## src/hw/rtl/gdc_pkg.sv

```systemverilog
// ----------------------------------------------------------------------------
// gdc_pkg
// Shared types and constants for the goal distance trajectory cost block.
// ----------------------------------------------------------------------------
package gdc_pkg;

    // default trajectory length in points
    localparam int STEPS_DEF = 56;

    // field and datapath widths
    localparam int POS_W   = 32;
    localparam int DIFF_W  = 33;
    localparam int SQ_W    = 67;
    localparam int ROOT_W  = 35;
    localparam int DIST_W  = 33;
    localparam int SUM_W   = 40;
    localparam int COST_W  = 63;
    localparam int POW_W   = 3;
    localparam int ACC_W   = 128;

    localparam logic [SUM_W-1:0]  SUM_MAX  = {SUM_W{1'b1}};
    localparam logic [COST_W-1:0] COST_ONE = COST_W'(65536);

    // sum queue depth
    localparam int QDEPTH = 2;

    // configuration register indexes
    typedef enum logic [2:0] {
        REG_ENABLE = 3'd0,
        REG_GOAL_X = 3'd1,
        REG_GOAL_Y = 3'd2,
        REG_ROBOT_X = 3'd3,
        REG_ROBOT_Y = 3'd4,
        REG_WEIGHT = 3'd5,
        REG_POWER  = 3'd6,
        REG_RADIUS = 3'd7
    } cfg_idx_t;

    // front states
    typedef enum logic [2:0] {
        F_IDLE,
        F_MX,
        F_MY,
        F_ADD,
        F_SQRT,
        F_ACC
    } front_state_t;

    // back states
    typedef enum logic [3:0] {
        B_IDLE,
        B_G0,
        B_G1,
        B_G2,
        B_G3,
        B_QM,
        B_QEND,
        B_POW,
        B_OUT
    } back_state_t;

    // absolute difference of two signed Q16.16 values
    function automatic logic [DIFF_W-1:0] abs_diff(input logic [POS_W-1:0] a,
                                                   input logic [POS_W-1:0] b);
        logic signed [DIFF_W-1:0] d;
        begin
            d = $signed({a[POS_W-1], a}) - $signed({b[POS_W-1], b});
            abs_diff = d[DIFF_W-1] ? DIFF_W'(-d) : DIFF_W'(d);
        end
    endfunction

endpackage

```

## src/hw/rtl/gdc_back.sv

```systemverilog
// ----------------------------------------------------------------------------
// gdc_back
// Turns a trajectory sum into its cost: gate test, mean by a reciprocal
// multiply, weight and power by a shared multiplier over partial products.
// ----------------------------------------------------------------------------
module gdc_back
    import gdc_pkg::*;
#(
    parameter int STEPS = STEPS_DEF
)
(
    input  logic              clk,
    input  logic              rst_n,
    input  logic              q_empty,
    input  logic [SUM_W-1:0]  q_sum,
    output logic              pop,
    input  logic              critic_enabled,
    input  logic [POS_W-1:0]  goal_x,
    input  logic [POS_W-1:0]  goal_y,
    input  logic [POS_W-1:0]  robot_x,
    input  logic [POS_W-1:0]  robot_y,
    input  logic [POS_W-1:0]  weight_q,
    input  logic [POW_W-1:0]  pow_exp,
    input  logic [POS_W-1:0]  consider_radius,
    output logic              out_valid,
    input  logic              out_ready,
    output logic [COST_W-1:0] cost_add,
    output logic              gated_off
);

    // exact division by STEPS for sums below 2^SUM_W: floor(n * recip / 2^RK)
    localparam int STEP_LOG = $clog2(STEPS);
    localparam int RK       = SUM_W + STEP_LOG;
    localparam logic [63:0] MEAN_RECIP =
        ((64'd1 << RK) + 64'(STEPS) - 64'd1) / 64'(STEPS);

    back_state_t state_reg, state_next;

    logic [SUM_W-1:0]    num_reg;
    logic [2:0]          qk_reg;
    logic [ACC_W-1:0]    acc_reg;
    logic [2*DIFF_W-1:0] p_reg;
    logic [1:0]          sh_reg;
    logic [COST_W-1:0]   a_reg, b_reg, wm_reg, cost_reg;
    logic                mdone_reg, wdone_reg, gated_reg;
    logic [POW_W-1:0]    pw_reg;
    logic                ov_reg;
    logic [COST_W-1:0]   oc_reg;
    logic                og_reg;

    logic [DIFF_W-1:0]   ma, mb, rdx, rdy;
    logic [2*DIFF_W-1:0] prod;
    logic [ACC_W-1:0]    p_shift;
    logic [COST_W-1:0]   q_res;
    logic                out_free;

    assign rdx      = abs_diff(robot_x, goal_x);
    assign rdy      = abs_diff(robot_y, goal_y);
    assign out_free = !ov_reg || out_ready;
    assign q_res    = (|acc_reg[ACC_W-1:79]) ? {COST_W{1'b1}} : acc_reg[78:16];

    // shared multiplier operand select
    always_comb
    begin
        ma = '0;
        mb = '0;
        unique case (state_reg)
            B_G0: begin ma = rdx; mb = rdx; end
            B_G1: begin ma = rdy; mb = rdy; end
            B_G2: begin ma = DIFF_W'(consider_radius); mb = DIFF_W'(consider_radius); end
            B_QM:
            begin
                ma = qk_reg[1] ? DIFF_W'(a_reg[COST_W-1:32]) : DIFF_W'(a_reg[31:0]);
                mb = qk_reg[0] ? DIFF_W'(b_reg[COST_W-1:32]) : DIFF_W'(b_reg[31:0]);
            end
            default: ;
        endcase
    end

    assign prod = ma * mb;

    // registered partial product placed by its weight
    always_comb
    begin
        unique case (sh_reg)
            2'd0:    p_shift = ACC_W'(p_reg);
            2'd1:    p_shift = ACC_W'(p_reg) << 32;
            default: p_shift = ACC_W'(p_reg) << 64;
        endcase
    end

    // next state
    always_comb
    begin
        state_next = state_reg;
        unique case (state_reg)
            B_IDLE: if (!q_empty) state_next = B_G0;
            B_G0:   state_next = B_G1;
            B_G1:   state_next = B_G2;
            B_G2:   state_next = B_G3;
            B_G3:
            begin
                if (!critic_enabled || !(acc_reg[SQ_W-1:0] < SQ_W'(p_reg)))
                    state_next = B_OUT;
                else
                    state_next = B_QM;
            end
            B_QM:   if (qk_reg == 3'd4) state_next = B_QEND;
            B_QEND: state_next = mdone_reg ? B_POW : B_QM;
            B_POW:  state_next = (pw_reg == pow_exp) ? B_OUT : B_QM;
            B_OUT:  if (out_free) state_next = B_IDLE;
            default: state_next = B_IDLE;
        endcase
    end

    // outputs
    always_comb
    begin
        pop       = (state_reg == B_IDLE) && !q_empty;
        out_valid = ov_reg;
        cost_add  = oc_reg;
        gated_off = og_reg;
    end

    // control and output register
    always_ff @(posedge clk or negedge rst_n)
    begin
        if (!rst_n)
        begin
            state_reg <= B_IDLE;
            ov_reg    <= 1'b0;
        end
        else
        begin
            state_reg <= state_next;
            if (state_reg == B_OUT && out_free)
                ov_reg <= 1'b1;
            else if (out_ready)
                ov_reg <= 1'b0;
        end
    end

    // datapath
    always_ff @(posedge clk)
    begin
        p_reg <= prod;
        unique case (state_reg)
            B_IDLE:
            begin
                num_reg <= q_sum;
                sh_reg  <= 2'd0;
            end
            B_G0: ;
            B_G1: acc_reg <= ACC_W'(p_reg);
            B_G2: acc_reg <= acc_reg + ACC_W'(p_reg);
            B_G3:
            begin
                gated_reg <= !critic_enabled || !(acc_reg[SQ_W-1:0] < SQ_W'(p_reg));
                cost_reg  <= '0;
                // mean as sum times the reciprocal of STEPS
                a_reg     <= COST_W'(num_reg);
                b_reg     <= COST_W'(MEAN_RECIP);
                qk_reg    <= '0;
                acc_reg   <= '0;
                mdone_reg <= 1'b0;
                wdone_reg <= 1'b0;
            end
            B_QM:
            begin
                qk_reg <= qk_reg + 1'b1;
                // weight of the product that lands in p_reg next cycle
                sh_reg <= (qk_reg == 3'd0) ? 2'd0 : (qk_reg == 3'd3) ? 2'd2 : 2'd1;
                if (qk_reg != 3'd0)
                    acc_reg <= acc_reg + p_shift;
            end
            B_QEND:
            begin
                if (!mdone_reg)
                begin
                    a_reg     <= COST_W'(acc_reg[RK +: SUM_W]);
                    b_reg     <= COST_W'(weight_q);
                    qk_reg    <= '0;
                    acc_reg   <= '0;
                    mdone_reg <= 1'b1;
                end
                else if (!wdone_reg)
                begin
                    wm_reg    <= q_res;
                    cost_reg  <= COST_ONE;
                    pw_reg    <= '0;
                    wdone_reg <= 1'b1;
                end
                else
                begin
                    cost_reg <= q_res;
                    pw_reg   <= pw_reg + 1'b1;
                end
            end
            B_POW:
            begin
                a_reg   <= cost_reg;
                b_reg   <= wm_reg;
                qk_reg  <= '0;
                sh_reg  <= 2'd0;
                acc_reg <= '0;
            end
            B_OUT:
            begin
                if (out_free)
                begin
                    oc_reg <= gated_reg ? '0 : cost_reg;
                    og_reg <= gated_reg;
                end
            end
            default: ;
        endcase
    end

endmodule

```

## config.mk

```make
export PLATFORM = sky130hd
export DESIGN_NAME = gdc_back
export DESIGN_NICKNAME = d
export VERILOG_FILES = /design/src/hw/rtl/gdc_pkg.sv /design/src/hw/rtl/gdc_back.sv
export SDC_FILE = /design/constraint.sdc
export NUM_CORES = 2
export LEC_CHECK = 0
export BUFFER_PORTS_ARGS = -buffer_cell sky130_fd_sc_hd__clkbuf_2
export CAP_MARGIN = 40
export CORE_MARGIN = 10
export CORE_UTILIZATION = 30
export DETAILED_ROUTE_END_ITERATION = 10
export SYNTH_ARGS = -nofsm -noshare
export SYNTH_HDL_FRONTEND = slang
export SYNTH_SLANG_ARGS = --single-unit
```

## constraint.sdc

```tcl
create_clock -name clk -period 13.5 [get_ports clk]
set_input_delay 2.7 -clock clk [delete_from_list [all_inputs] [get_ports clk]]
set_output_delay 2.7 -clock clk [all_outputs]
set_load 0.01 [all_outputs]
```

==> reports/metrics.csv <==
metric,value,unit
run status,completed,
final net count,10460,
crit-path max FO,9,
Overflow after GRT,0,
Max Slew Vio Count,0,
Worst Path Arrival,13630,ps
Tcrit/Tclk final,96.88,%
"Req. time, crit path",14060,ps
hold buffers post-CTS,0,
Cells after Synth,8041,
min Tclk post-route,13080,ps
min-delay worst type,flop to flop,
area grow syn2layout,17.52,%
Slew HR,31.49,%
max reg flops,128,
RSZ-0062 raised after global routing,true,
crit path capture type,flop,
largest net degree at the start of global routing,129,
Multi-input gate area,51870,um^2
number of global-route vias before repair,64030,
initial antenna violation count,12,
final setup TNS,0,ps
"Largest delay share family, worst path",adder cells,
Residual DRC,0,
Avg Vias per Cell,5.141,
die area,266300,um^2
worst slew pin tran,999.1,ps
core area,245500,um^2
ratio of cells with drive above 1 in the final layout,14.89,%
main flop type after synthesis,edfxtp_1,
CP Class,primary input to flop,
Post-synth EDFFs,495,
total CTS buffers,66,
crit start category,primary input,
average cell area after synthesis,9.181,um^2
placed cell count,11870,
DR iter-0 viols,5509,
max cap viols,0,
root buf cell,clkbuf_16,
post-DP HPWL,221.0,mm
number of detailed-route iterations in the first pass,6,
clk_lat worst skew,670,ps
Simple-Gate Fraction of Synth Area,17.37,%
GRT Resource Usage Total,19.62,%
YS warnings,0,
WL/cell,22.17,um
largest family of logic cells by synthesized area,adder cells,
first-pass GRT wire length,404.7,mm
post-route insts no fill,12010,
antenna-violating nets left,0,
CTS max path bufs,3,
distinct cell type count of the synthesized netlist,97,
Clock Skews,50.69,ps
"most used cell, CP",fa_1,
post-synthesis mux area share,1.193,%
CTS tree,yes,
total number of vias,61760,
Die W,516.1,um
Reg area,16310,um^2
"Clk pin slew, worst setup/hold paths",60,ps
H-tree depth,3,
post-synthesis compound-gate area fraction,12.76,%
PortBufs,305,
final WL,266.3,mm
FP Rows,182,
Max Freq,76.46,MHz
top cell type's share of synthesized area,26.06,%
Top-Level Pins,306,
# setup viols final,0,
Final Hold Viols,0,
"Slowest-stage cell, CP",fa_1,
synthesized flop and latch total,566,
gpl congestion,0.9630,
asr flop ratio synth,0.8834,%
post-synthesis adder-cell area fraction,34.99,%
Fill cells,25080,
top cell type by total area after synthesis,fa_1,
"top cells by area, synth","fa_1 26%, edfxtp_1 20%, ha_1 8.9%",
CP max stage delay,570,ps
post-synthesis xor/xnor area fraction,2.930,%
Initial Utilization,30.07,%
CP bufs+invs,11,
CTS Sinks,566,
"Seq/Total Area, Yosys",22.09,%
Mapped Area,73820,um^2
Die Ht,516.1,um
Hold Worst Slack,510.9,ps
[cell usage after synthesis (all sizes together), types with 38 or more instances]
cell type and count:
inv 1255, nand2 994, fa 961, ha 527, edfxtp 495, and2 466, clkbuf 411, a21oi 358
nor2 283, o21ai 277, nor2b 189, a21o 162, xnor2 147, nand2b 114, nand4 108, xor2 100
and3 94, a22o 90, nor3 83, mux2i 79, nand3 74, dfxtp 66, o21bai 60, o21a 51
a221o 46, a31oi 46, o211ai 38
[metal layers]
layer	track usage (%)	wire length [um]
met2	31.09	118700
met3	3.364	21730
met5	0	18
met4	6.650	10450
met1	27.08	115400
[what timing repair did]
item,CTS,global route
gates resized for setup,3,67
setup endpoints to repair,2,24
pin swaps,0,24
buffers inserted,0,9
gates cloned,0,0
[path summary, 6_finish.rpt]
check	slack, ps	end	startpoint	cells after the start
worst max-delay path	420	p_reg[63]$_DFF_P_	goal_y[0]	46
worst min-delay path	510	b_reg[54]$_DFFE_PP_	wm_reg[54]$_DFFE_PP_	1
worst max register to register	2650	p_reg[63]$_DFF_P_	state_reg[0]$_DFFE_PN0P_	34
worst min register to register	510	b_reg[54]$_DFFE_PP_	wm_reg[54]$_DFFE_PP_	1
max in group asynchronous	11390	state_reg[0]$_DFFE_PN0P_	rst_n	1
min in group asynchronous	1900	out_valid$_DFFE_PN0P_	rst_n	1
[cells by family after synthesis]
logic type | after synthesis
simple gates | 2552
fa+ha+maj | 1488
other cells | 2
flops | 566
compound gates | 1402
mux | 87
xor+xnor | 247
buf+inv | 1697
[through the flow]
| step | instance area (um^2) | utilization [%] | setup WS, ps |
|---|---|---|---|
| floorplan | 73930 | - | 304.1 |
| global placement | 84020 | 34.23 | -681.0 |
| detailed placement | 84140 | 34.27 | -658.0 |
| CTS | 86300 | 35.15 | 20.57 |
| global route | 86750 | 35.34 | -18.52 |
| finish | 86760 | 35.34 | 421.7 |
[cells in the final DEF, fill, tap and decap left out, types with 162 or more instances in the layout]
master	count
fa_1	958
inv_1	1254
a21oi_1	347
and2_1	465
a21o_1	162
nor2_1	276
nand2_1	991
o21ai_0	232
clkbuf_2	305
buf_4	674
edfxtp_1	495
ha_1	526
nor2b_1	188
[layout make-up]
type	count	area share (%)
multi-input combinational	5806	59.78
sequential	566	18.80
timing repair buffer	1038	8.846
inverter	1255	5.430
tap	3220	4.644
clock buffer	91	2.140
clock inverter	29	0.3360
antenna	8	0.02307
Power is left out: the tool's default activity adds up to more than one toggle a clock period on the data nets, which glitch-free logic cannot reach.
