--- src/hw/rtl/gdc_pkg.sv ---
// ----------------------------------------------------------------------------
// gdc_pkg
// Shared types and constants for the goal distance trajectory cost block.
// ----------------------------------------------------------------------------
package gdc_pkg;

    // default trajectory length in points
    localparam int STEPS_DEF = 56;

    // field and datapath widths
    localparam int POS_W   = 32;
    localparam int DIFF_W  = 33;
    localparam int SQ_W    = 67;
    localparam int ROOT_W  = 35;
    localparam int DIST_W  = 33;
    localparam int SUM_W   = 40;
    localparam int COST_W  = 63;
    localparam int POW_W   = 3;
    localparam int ACC_W   = 128;

    localparam logic [SUM_W-1:0]  SUM_MAX  = {SUM_W{1'b1}};
    localparam logic [COST_W-1:0] COST_ONE = COST_W'(65536);

    // sum queue depth
    localparam int QDEPTH = 2;

    // configuration register indexes
    typedef enum logic [2:0] {
        REG_ENABLE = 3'd0,
        REG_GOAL_X = 3'd1,
        REG_GOAL_Y = 3'd2,
        REG_ROBOT_X = 3'd3,
        REG_ROBOT_Y = 3'd4,
        REG_WEIGHT = 3'd5,
        REG_POWER  = 3'd6,
        REG_RADIUS = 3'd7
    } cfg_idx_t;

    // front states
    typedef enum logic [2:0] {
        F_IDLE,
        F_MX,
        F_MY,
        F_ADD,
        F_SQRT,
        F_ACC
    } front_state_t;

    // back states
    typedef enum logic [3:0] {
        B_IDLE,
        B_G0,
        B_G1,
        B_G2,
        B_G3,
        B_QM,
        B_QEND,
        B_POW,
        B_OUT
    } back_state_t;

    // absolute difference of two signed Q16.16 values
    function automatic logic [DIFF_W-1:0] abs_diff(input logic [POS_W-1:0] a,
                                                   input logic [POS_W-1:0] b);
        logic signed [DIFF_W-1:0] d;
        begin
            d = $signed({a[POS_W-1], a}) - $signed({b[POS_W-1], b});
            abs_diff = d[DIFF_W-1] ? DIFF_W'(-d) : DIFF_W'(d);
        end
    endfunction

endpackage

--- src/hw/rtl/gdc_queue.sv ---
// ----------------------------------------------------------------------------
// gdc_queue
// Short queue of finished trajectory sums between front and back.
// ----------------------------------------------------------------------------
module gdc_queue
    import gdc_pkg::*;
(
    input  logic             clk,
    input  logic             rst_n,
    input  logic             push,
    input  logic [SUM_W-1:0] push_sum,
    output logic             full,
    input  logic             pop,
    output logic [SUM_W-1:0] pop_sum,
    output logic             empty
);

    localparam int PW = (QDEPTH > 1) ? $clog2(QDEPTH) : 1;

    logic [SUM_W-1:0] mem [QDEPTH];
    logic [PW-1:0]    wp_reg, rp_reg;
    logic [PW:0]      cnt_reg;

    assign full    = (cnt_reg == (PW+1)'(QDEPTH));
    assign empty   = (cnt_reg == '0);
    assign pop_sum = mem[rp_reg];

    // pointers and fill count
    always_ff @(posedge clk or negedge rst_n)
    begin
        if (!rst_n)
        begin
            wp_reg  <= '0;
            rp_reg  <= '0;
            cnt_reg <= '0;
        end
        else
        begin
            if (push)
                wp_reg <= (wp_reg == PW'(QDEPTH - 1)) ? '0 : wp_reg + 1'b1;
            if (pop)
                rp_reg <= (rp_reg == PW'(QDEPTH - 1)) ? '0 : rp_reg + 1'b1;
            if (push && !pop)
                cnt_reg <= cnt_reg + 1'b1;
            else if (pop && !push)
                cnt_reg <= cnt_reg - 1'b1;
        end
    end

    // storage
    always_ff @(posedge clk)
    begin
        if (push)
            mem[wp_reg] <= push_sum;
    end

endmodule

--- config.mk ---
export PLATFORM = sky130hd
export DESIGN_NAME = gdc_queue
export DESIGN_NICKNAME = d
export VERILOG_FILES = /design/src/hw/rtl/gdc_pkg.sv /design/src/hw/rtl/gdc_queue.sv
export SDC_FILE = /design/constraint.sdc
export NUM_CORES = 1
export LEC_CHECK = 0
export CAP_MARGIN = 20
export CORE_MARGIN = 2
export CORE_UTILIZATION = 50
export CTS_BUF_LIST = sky130_fd_sc_hd__clkbuf_16
export DETAILED_ROUTE_END_ITERATION = 7
export DONT_BUFFER_PORTS = 1
export HOLD_SLACK_MARGIN = 0.05
export PLACE_DENSITY_LB_ADDON = 0.3
export SETUP_SLACK_MARGIN = 0.02
export SYNTH_ARGS = -nofsm -noshare
export SYNTH_HDL_FRONTEND = slang
export SYNTH_SLANG_ARGS = --single-unit
--- constraint.sdc ---
create_clock -name clk -period 3.72 [get_ports clk]
set_input_delay 0.558 -clock clk [delete_from_list [all_inputs] [get_ports clk]]
set_output_delay 0.558 -clock clk [all_outputs]
set_load 0.05 [all_outputs]
==> metrics.md, run 1 <==
| Metric | Value |
|---|---|
| Core Box Area | `6350 µm²` |
| All-Layer GR Usage | `13.84%` |
| Largest net degree at the start of global routing | `41` |
| Die area | `7217 µm²` |
| Vias | `1241` |
| Drt drc | `0` |
| Slew @ Worst Pin | `0.9654 ns` |
| Max reg flops | `80` |
| CP max stage delay | `0.91 ns` |
| First-pass GRT wire length | `7231 µm` |
| H-Tree Depth | `3` |
| Max-slew violations | `0` |
| Fin worst setup slack | `1.094 ns` |
| Hold_buf cts | `1` |
| First-iteration detailed-routing DRC count | `73` |
| Aggregate routed wire length | `4705 µm` |
| N_diodes | `0` |
| Mapped Nets | `186` |
| Clock Path Buffers | `2` |
| Drt pass-1 iters | `5` |
| Root Driver | `clkbuf_16` |
| Min cycle time layout | `2.626 ns` |
| Final core utilization | `57.16%` |
| F_max | `380.8 MHz` |
| Setup Skew | `0.003092 ns` |
| # rows | `29` |
| Syn Std Cell Area | `3277 µm²` |
| Yosys warns | `0` |
| WS Path Type | `reg2out` |
| Slowest cell on crit path | `dfrtp_2` |
| Post-CTS sizing | `0` |
| Vias per cell | `5.349` |
| Synthesized area per cell | `23.24 µm²` |
| Critical path cell sequence | `buf_4 > mux2_4` |
| Setup WS pre-CTS | `1.409 ns` |
| PwrDens | `984.3 nW/µm²` |
| Worst setup SP type | `flop` |
| Share of layout cells above drive strength 1 | `38.71%` |
| VDD IR max | `0.5629 mV` |
| CP endpoint kind | `output port` |
| Setup bufs post-CTS | `0` |
| RSZ-0062 raised after global routing | `no` |
| Die X | `84.96 µm` |
| Data arrival, critical path | `2.07 ns` |
| Final Hold Fails | `0` |
| ANT nets after route | `0` |
| Grt ovf | `0` |
| Leak pwr | `1.329 nW` |
| I/O Pins | `86` |
| Die height | `84.96 µm` |
| Worst skew pair latency | `0.32 ns` |
| Worst EP required | `3.16 ns` |
| CTS tree | `built` |
| Routability Congestion | `0.7332` |
| Initial antenna violation count | `0` |
| Initial Util | `51.61%` |
| Final period utilization | `70.60%` |
| Final Setup Violations | `0` |
| Max FO, Critical Path | `27` |
| Number of global-route vias before repair | `1399` |
| Relative slew slack | `35.64%` |
| MaxCap Viol Count | `0` |
| TritonCTS Buffers | `9` |
| Sink Count | `84` |
| Status | `complete, no violations` |
| Nets | `195` |
| Seq cells post-synth | `84` |
| Post-synthesis cell count | `141` |
| Area growth syn-to-layout | `10.77%` |
| Worst hold-check path type | `in2reg` |
| Sequential area share after synthesis | `76.37%` |
| DR WL/cell | `20.28 µm` |
| Unique masters post-synth | `13` |
| Clock transition at the registers of the reported paths | `0.06 ns` |
| Setup_tns | `0 ns` |
| Port bufs | `0` |
==> cells in the final DEF (no fill, tap or decap) <==
| cell | instances |
|---|---|
| edfxtp_1 | 80 |
| mux2_4 | 39 |
| clkbuf_16 | 9 |
| xor2_1 | 4 |
| dfrtp_1 | 3 |
| nor2_1 | 2 |
| inv_6 | 2 |
| clkinvlp_4 | 2 |
| inv_1 | 1 |
| nor2b_1 | 1 |
| and2_2 | 1 |
| nor2b_4 | 1 |
| xnor2_1 | 1 |
| mux2_2 | 1 |
| ha_1 | 1 |
| bufinv_16 | 1 |
| clkinv_4 | 1 |
| clkinv_1 | 1 |
| dlygate4sd3_1 | 1 |
| buf_12 | 1 |
| buf_4 | 1 |
| dfrtp_2 | 1 |
==> routing by layer <==
metal | GRT usage, % | vias to the layer above | share of wire (%) | wire length [µm]
met2 | 24.01 | 57 | 53 | 2491
met4 | 5.195 | 0 | 1.1 | 50
li1 | - | 561 | - | -
met1 | 13.54 | 616 | 36 | 1674
met3 | 8.074 | 7 | 10 | 489
met5 | 0 | - | 0 | 0
==> power breakdown <==
group / switching [mW] / internal [mW] / total, mW / leakage [nW]
clock: 0.341 / 0.523 / 0.864 / 0.140
combinational: 0.923 / 0.388 / 1.31 / 0.392
sequential: 0.137 / 1.26 / 1.40 / 0.796
total: 1.40 / 2.17 / 3.57 / 1.33
==> metrics by stage <==
step / cells / hold WS [ns] / cell area (µm²) / power, mW
final: 232 / 0.3138 / 3630 / 3.573
after global routing: 232 / 0.3019 / 3630 / 3.707
after CTS: 231 / 0.3020 / 3610 / 3.601
after detailed placement: 214 / 0.2625 / 3299 / 2.730
after global placement: 214 / 0.2625 / 3299 / 2.705
after floorplan: 141 / 0.2624 / 3277 / 2.706
==> worst max-delay path, delay by kind of cell, from the launching register on <==
family | cells | cell delay (ns)
flops | 1 | 0.91
buf+inv | 1 | 0.41
mux | 1 | 0.42
==> cells by family after synthesis <==
logic type,after synthesis,share of synthesized area [%]
XOR/XNOR,5,1.336
adder cells (fa/ha/maj),1,0.3818
buffers and inverters,6,2.902
flip-flops,84,76.37
multiplexers,40,18.21
AND/OR/NAND/NOR,5,0.8020
==> Yosys cell counts, drive strengths merged <==
library cell | n | area share, %
and2 | 1 | 0.19
buf | 5 | 2.8
dfrtp | 4 | 3.1
edfxtp | 80 | 73
ha | 1 | 0.38
inv | 1 | 0.11
mux2 | 40 | 18
nor2 | 2 | 0.23
nor2b | 2 | 0.38
xnor2 | 1 | 0.27
xor2 | 4 | 1.1
==> layout make-up <==
type / count / area, µm²
clock buffer: 9 / 225.2
timing repair buffer: 3 / 37.54
multi-input combinational: 51 / 688.2
clock inverter: 7 / 75.07
inverter: 1 / 3.754
fill: 476 / 2720
sequential: 84 / 2504
tap: 77 / 96.34
==> path summary, 6_finish.rpt <==
path	startpoint	to	slack (ns)	cells after the start
setup / recovery	rp_reg	pop_sum[30]	1.09	2
hold / removal	pop	rp_reg	0.31	1
setup reg to reg	wp_reg	mem[1][26]	2.08	1
hold reg to reg	cnt_reg[1]	cnt_reg[1]	0.53	1
max in group asynchronous	rst_n	rp_reg	3.01	1
min in group asynchronous	rst_n	cnt_reg[1]	0.51	1
Note: power is estimated with default switching activity, not from simulation.
==> inputs of run 2 (changes only) <==
- ABC_AREA: not set -> 1
- clock period: 3.72 -> 2.6 ns (I/O delays scaled with it)
==> run 2 against run 1 <==
  * Sequential cell count unchanged
  * Area after synthesis grew 0.61%
  * Clock-buffer cell count is the same
  * Clock skew grew 0.0021 ns
  * Power is 45% higher
  * Largest cell class unchanged
  * Synthesized cell count increased by 6.4%
  * Critical path type unchanged
  * Cell area is 1.9% higher
  * Largest power group is now combinational logic
  * Critical path depth stayed put
==> metrics.md, run 2 <==
| Metric | Value |
|---|---|
| Top_reg_cell synth | `edfxtp_1` |
| Aggregate routed wire length | `4802 µm (+2.1%)` |
| Number of synthesized flops with an enable pin | `80 (unchanged)` |
| Worst skew pair latency | `0.32 ns (about the same)` |
| Worst hold-check path type | `in2reg` |
| Yosys warns | `0 (unchanged)` |
| Initial Util | `51.92% (+0.32 points)` |
| Status | `complete, no violations` |
| Most common cell in the synthesized netlist | `edfxtp_1` |
| Data arrival, critical path | `1.65 ns (-0.42 ns)` |
| DP HPWL | `3465 µm` |
| Post-synth top cells | `80 x edfxtp_1, 39 x mux2_4, 7 x inv_1` |
| Relative slew slack | `57.85% (+22 points)` |
| N_diodes | `0 (unchanged)` |
| First-iteration detailed-routing DRC count | `52 (-29%)` |
| Initial antenna violation count | `0 (unchanged)` |
| Async SR Flop Fraction | `4.762% (unchanged)` |
| Routability Congestion | `0.7651 (+4.4%)` |
| Most common cell after layout, fill and taps aside | `edfxtp_1` |
| Most frequent cells in the layout | `80 x edfxtp_1, 39 x mux2_4, 9 x clkbuf_16` |
| Drt pass-1 iters | `4 (-1)` |
| Final Setup Violations | `0 (unchanged)` |
| Core Box Area | `6350 µm² (unchanged)` |
| Synth area leader | `edfxtp_1` |
| ANT nets after route | `0 (unchanged)` |
| Slew @ Worst Pin | `0.6283 ns (-0.3371 ns)` |
| Post-synthesis cell count | `150 (+6.4%)` |
| RSZ-0062 raised after global routing | `no` |
| MaxCap Viol Count | `0 (unchanged)` |
| Reg2reg setup slack | `0.84 ns (-1.24 ns)` |
| Setup_tns | `0 ns (unchanged)` |
| Setup Skew | `0.005176 ns (+0.002083 ns)` |
| Final Hold Fails | `0 (unchanged)` |
| TritonCTS Buffers | `9 (unchanged)` |
| WS Path Type | `reg2out` |
| DR WL/cell | `19.60 µm (-3.4%)` |
| Syn Std Cell Area | `3297 µm² (+0.61%)` |
| CP max stage delay | `0.62 ns (-0.29 ns)` |
| Unique masters post-synth | `14 (+1)` |
| Die height | `85.20 µm (+0.29%)` |
| Grt ovf | `0 (unchanged)` |
| I/O Pins | `86 (unchanged)` |
| Clock transition at the registers of the reported paths | `0.06 ns (about the same)` |
| F_max | `491.0 MHz` |
| Max-slew violations | `0 (unchanged)` |
| PwrDens | `1405 nW/µm² (+43%)` |
| Max FO, Critical Path | `13 (-52%)` |
| Nets | `208 (+6.7%)` |
| Die area | `7259 µm² (+0.58%)` |
| # fillers | `462 (-2.9%)` |
| Worst EP required | `2.21 ns (-0.95 ns)` |
| Die X | `85.20 µm (+0.29%)` |
| Largest net degree at the start of global routing | `24 (-41%)` |
| Multi-input gate area | `684.4 µm² (-0.55%)` |
| Ranking of synthesized cells by area | `edfxtp_1 73%, mux2_4 18%, dfrtp_1 3.0%` |
| CP endpoint kind | `output port` |
| First-pass GRT wire length | `7203 µm (-0.39%)` |
| Reg area | `2504 µm² (unchanged)` |
| Number of global-route vias before repair | `1360 (-2.8%)` |
| Critical path cell sequence | `buf_4 > mux2_4` |
| Worst setup SP type | `flop` |
| Slowest cell on crit path | `dfrtp_2` |
| Vias per cell | `5.286 (-1.2%)` |
| Vias | `1295 (+4.4%)` |
| Hold path depth | `1 (unchanged)` |
| Area fraction of the dominant cell type after synthesis | `72.87% (-0.45 points)` |
| Worst slack on hold paths | `0.1414 ns (-0.1723 ns)` |
| Root Driver | `clkbuf_16` |
| Sink Count | `84 (unchanged)` |
| All-Layer GR Usage | `13.66% (-0.18 points)` |
| Leak pwr | `1.381 nW (+3.9%)` |
| Worst Setup SP | `rp_reg` |
| Drt drc | `0 (unchanged)` |
| Share of layout cells above drive strength 1 | `38.10% (-0.61 points)` |
| CTS tree | `built` |
| Final period utilization | `78.34%` |
| Min cycle time layout | `2.037 ns` |
| Reg-to-Reg Start | `wp_reg` |
| Total chip power | `5.197 mW (+45%)` |
| Area growth syn-to-layout | `12.18%` |
| Worst Reg-to-Reg Cells | `3 (+2)` |
| Seq cells post-synth | `84 (unchanged)` |
| Sequential area share after synthesis | `75.90% (-0.46 points)` |
| Port bufs | `0 (unchanged)` |
| R2R Path End | `mem[1][22]` |
| CP Capture Point | `pop_sum[35]` |
| VDD IR max | `0.7325 mV (+30%)` |
| Max reg flops | `80 (unchanged)` |
| H-Tree Depth | `3 (unchanged)` |
| Synthesized area per cell | `21.98 µm² (-5.4%)` |
| Post-CTS sizing | `0 (unchanged)` |
| Clock Path Buffers | `2 (unchanged)` |
| Mapped Nets | `195 (+4.8%)` |
| # rows | `29 (unchanged)` |
==> run 2: repair_timing <==
item | in CTS | in global routing
setup endpoints to repair | 0 | 0
hold buffers | 1 | 0
endpoints found under the hold margin | 4 | 0
setup buffers | 0 | 0
==> run 2: critical path: cells and delay by family (launching register included) <==
kind / cells / cell delay (ns)
mux: 1 / 0.40
flops: 1 / 0.62
buf+inv: 1 / 0.29
==> run 2: power breakdown <==
part	internal (mW)	switching [mW]
Combinational	0.599	1.40
Sequential	1.80	0.140
Clock	0.758	0.497
==> run 2: cells by family (layout without fill, tap and decap cells) <==
family        after synthesis  after routing  synth area share, %
xor+xnor                    3              3               0.7971
fa+ha+maj                   1              1               0.3794
buf+inv                    12             30                3.568
flops                      84             84                75.90
mux                        40             40                18.10
simple gates               10             10                1.252
==> run 2: layout make-up <==
| type | instances | share of cell area [%] |
|---|---|---|
| Multi-Input combinational cell | 54 | 18.50 |
| Timing Repair Buffer | 7 | 2.165 |
| Clock inverter | 7 | 2.233 |
| Clock buffer | 9 | 6.089 |
| Inverter | 7 | 0.7104 |
| Sequential cell | 84 | 67.69 |
| Tap cell | 77 | 2.605 |
==> run 2: worst min path at each step <==
stage	from	endpoint	slack, ns
floorplan	rst_n	cnt_reg[0]	0.09
finish	pop	rp_reg	0.14
global route	pop	rp_reg	0.14
global placement	rst_n	wp_reg	0.09
CTS	pop	rp_reg	0.13
detailed placement	rst_n	cnt_reg[1]	0.09
==> run 2: through the flow <==
stage               util [%]  instance area [µm²]  std cells  setup WS [ns]
global placement       53.24                 3381        228         0.8985
CTS                    58.25                 3699        245         0.5338
detailed placement     53.24                 3381        228         0.8096
finish                 58.25                 3699        245         0.5633
global route           58.25                 3699        245         0.4968
floorplan                  -                 3297        150        0.04887
==> run 2: layer usage <==
metal	GRT usage [%]	routed length [µm]
met5	0	0
met3	6.615	531
met1	14.05	1714
met2	23.08	2479
met4	6.926	76
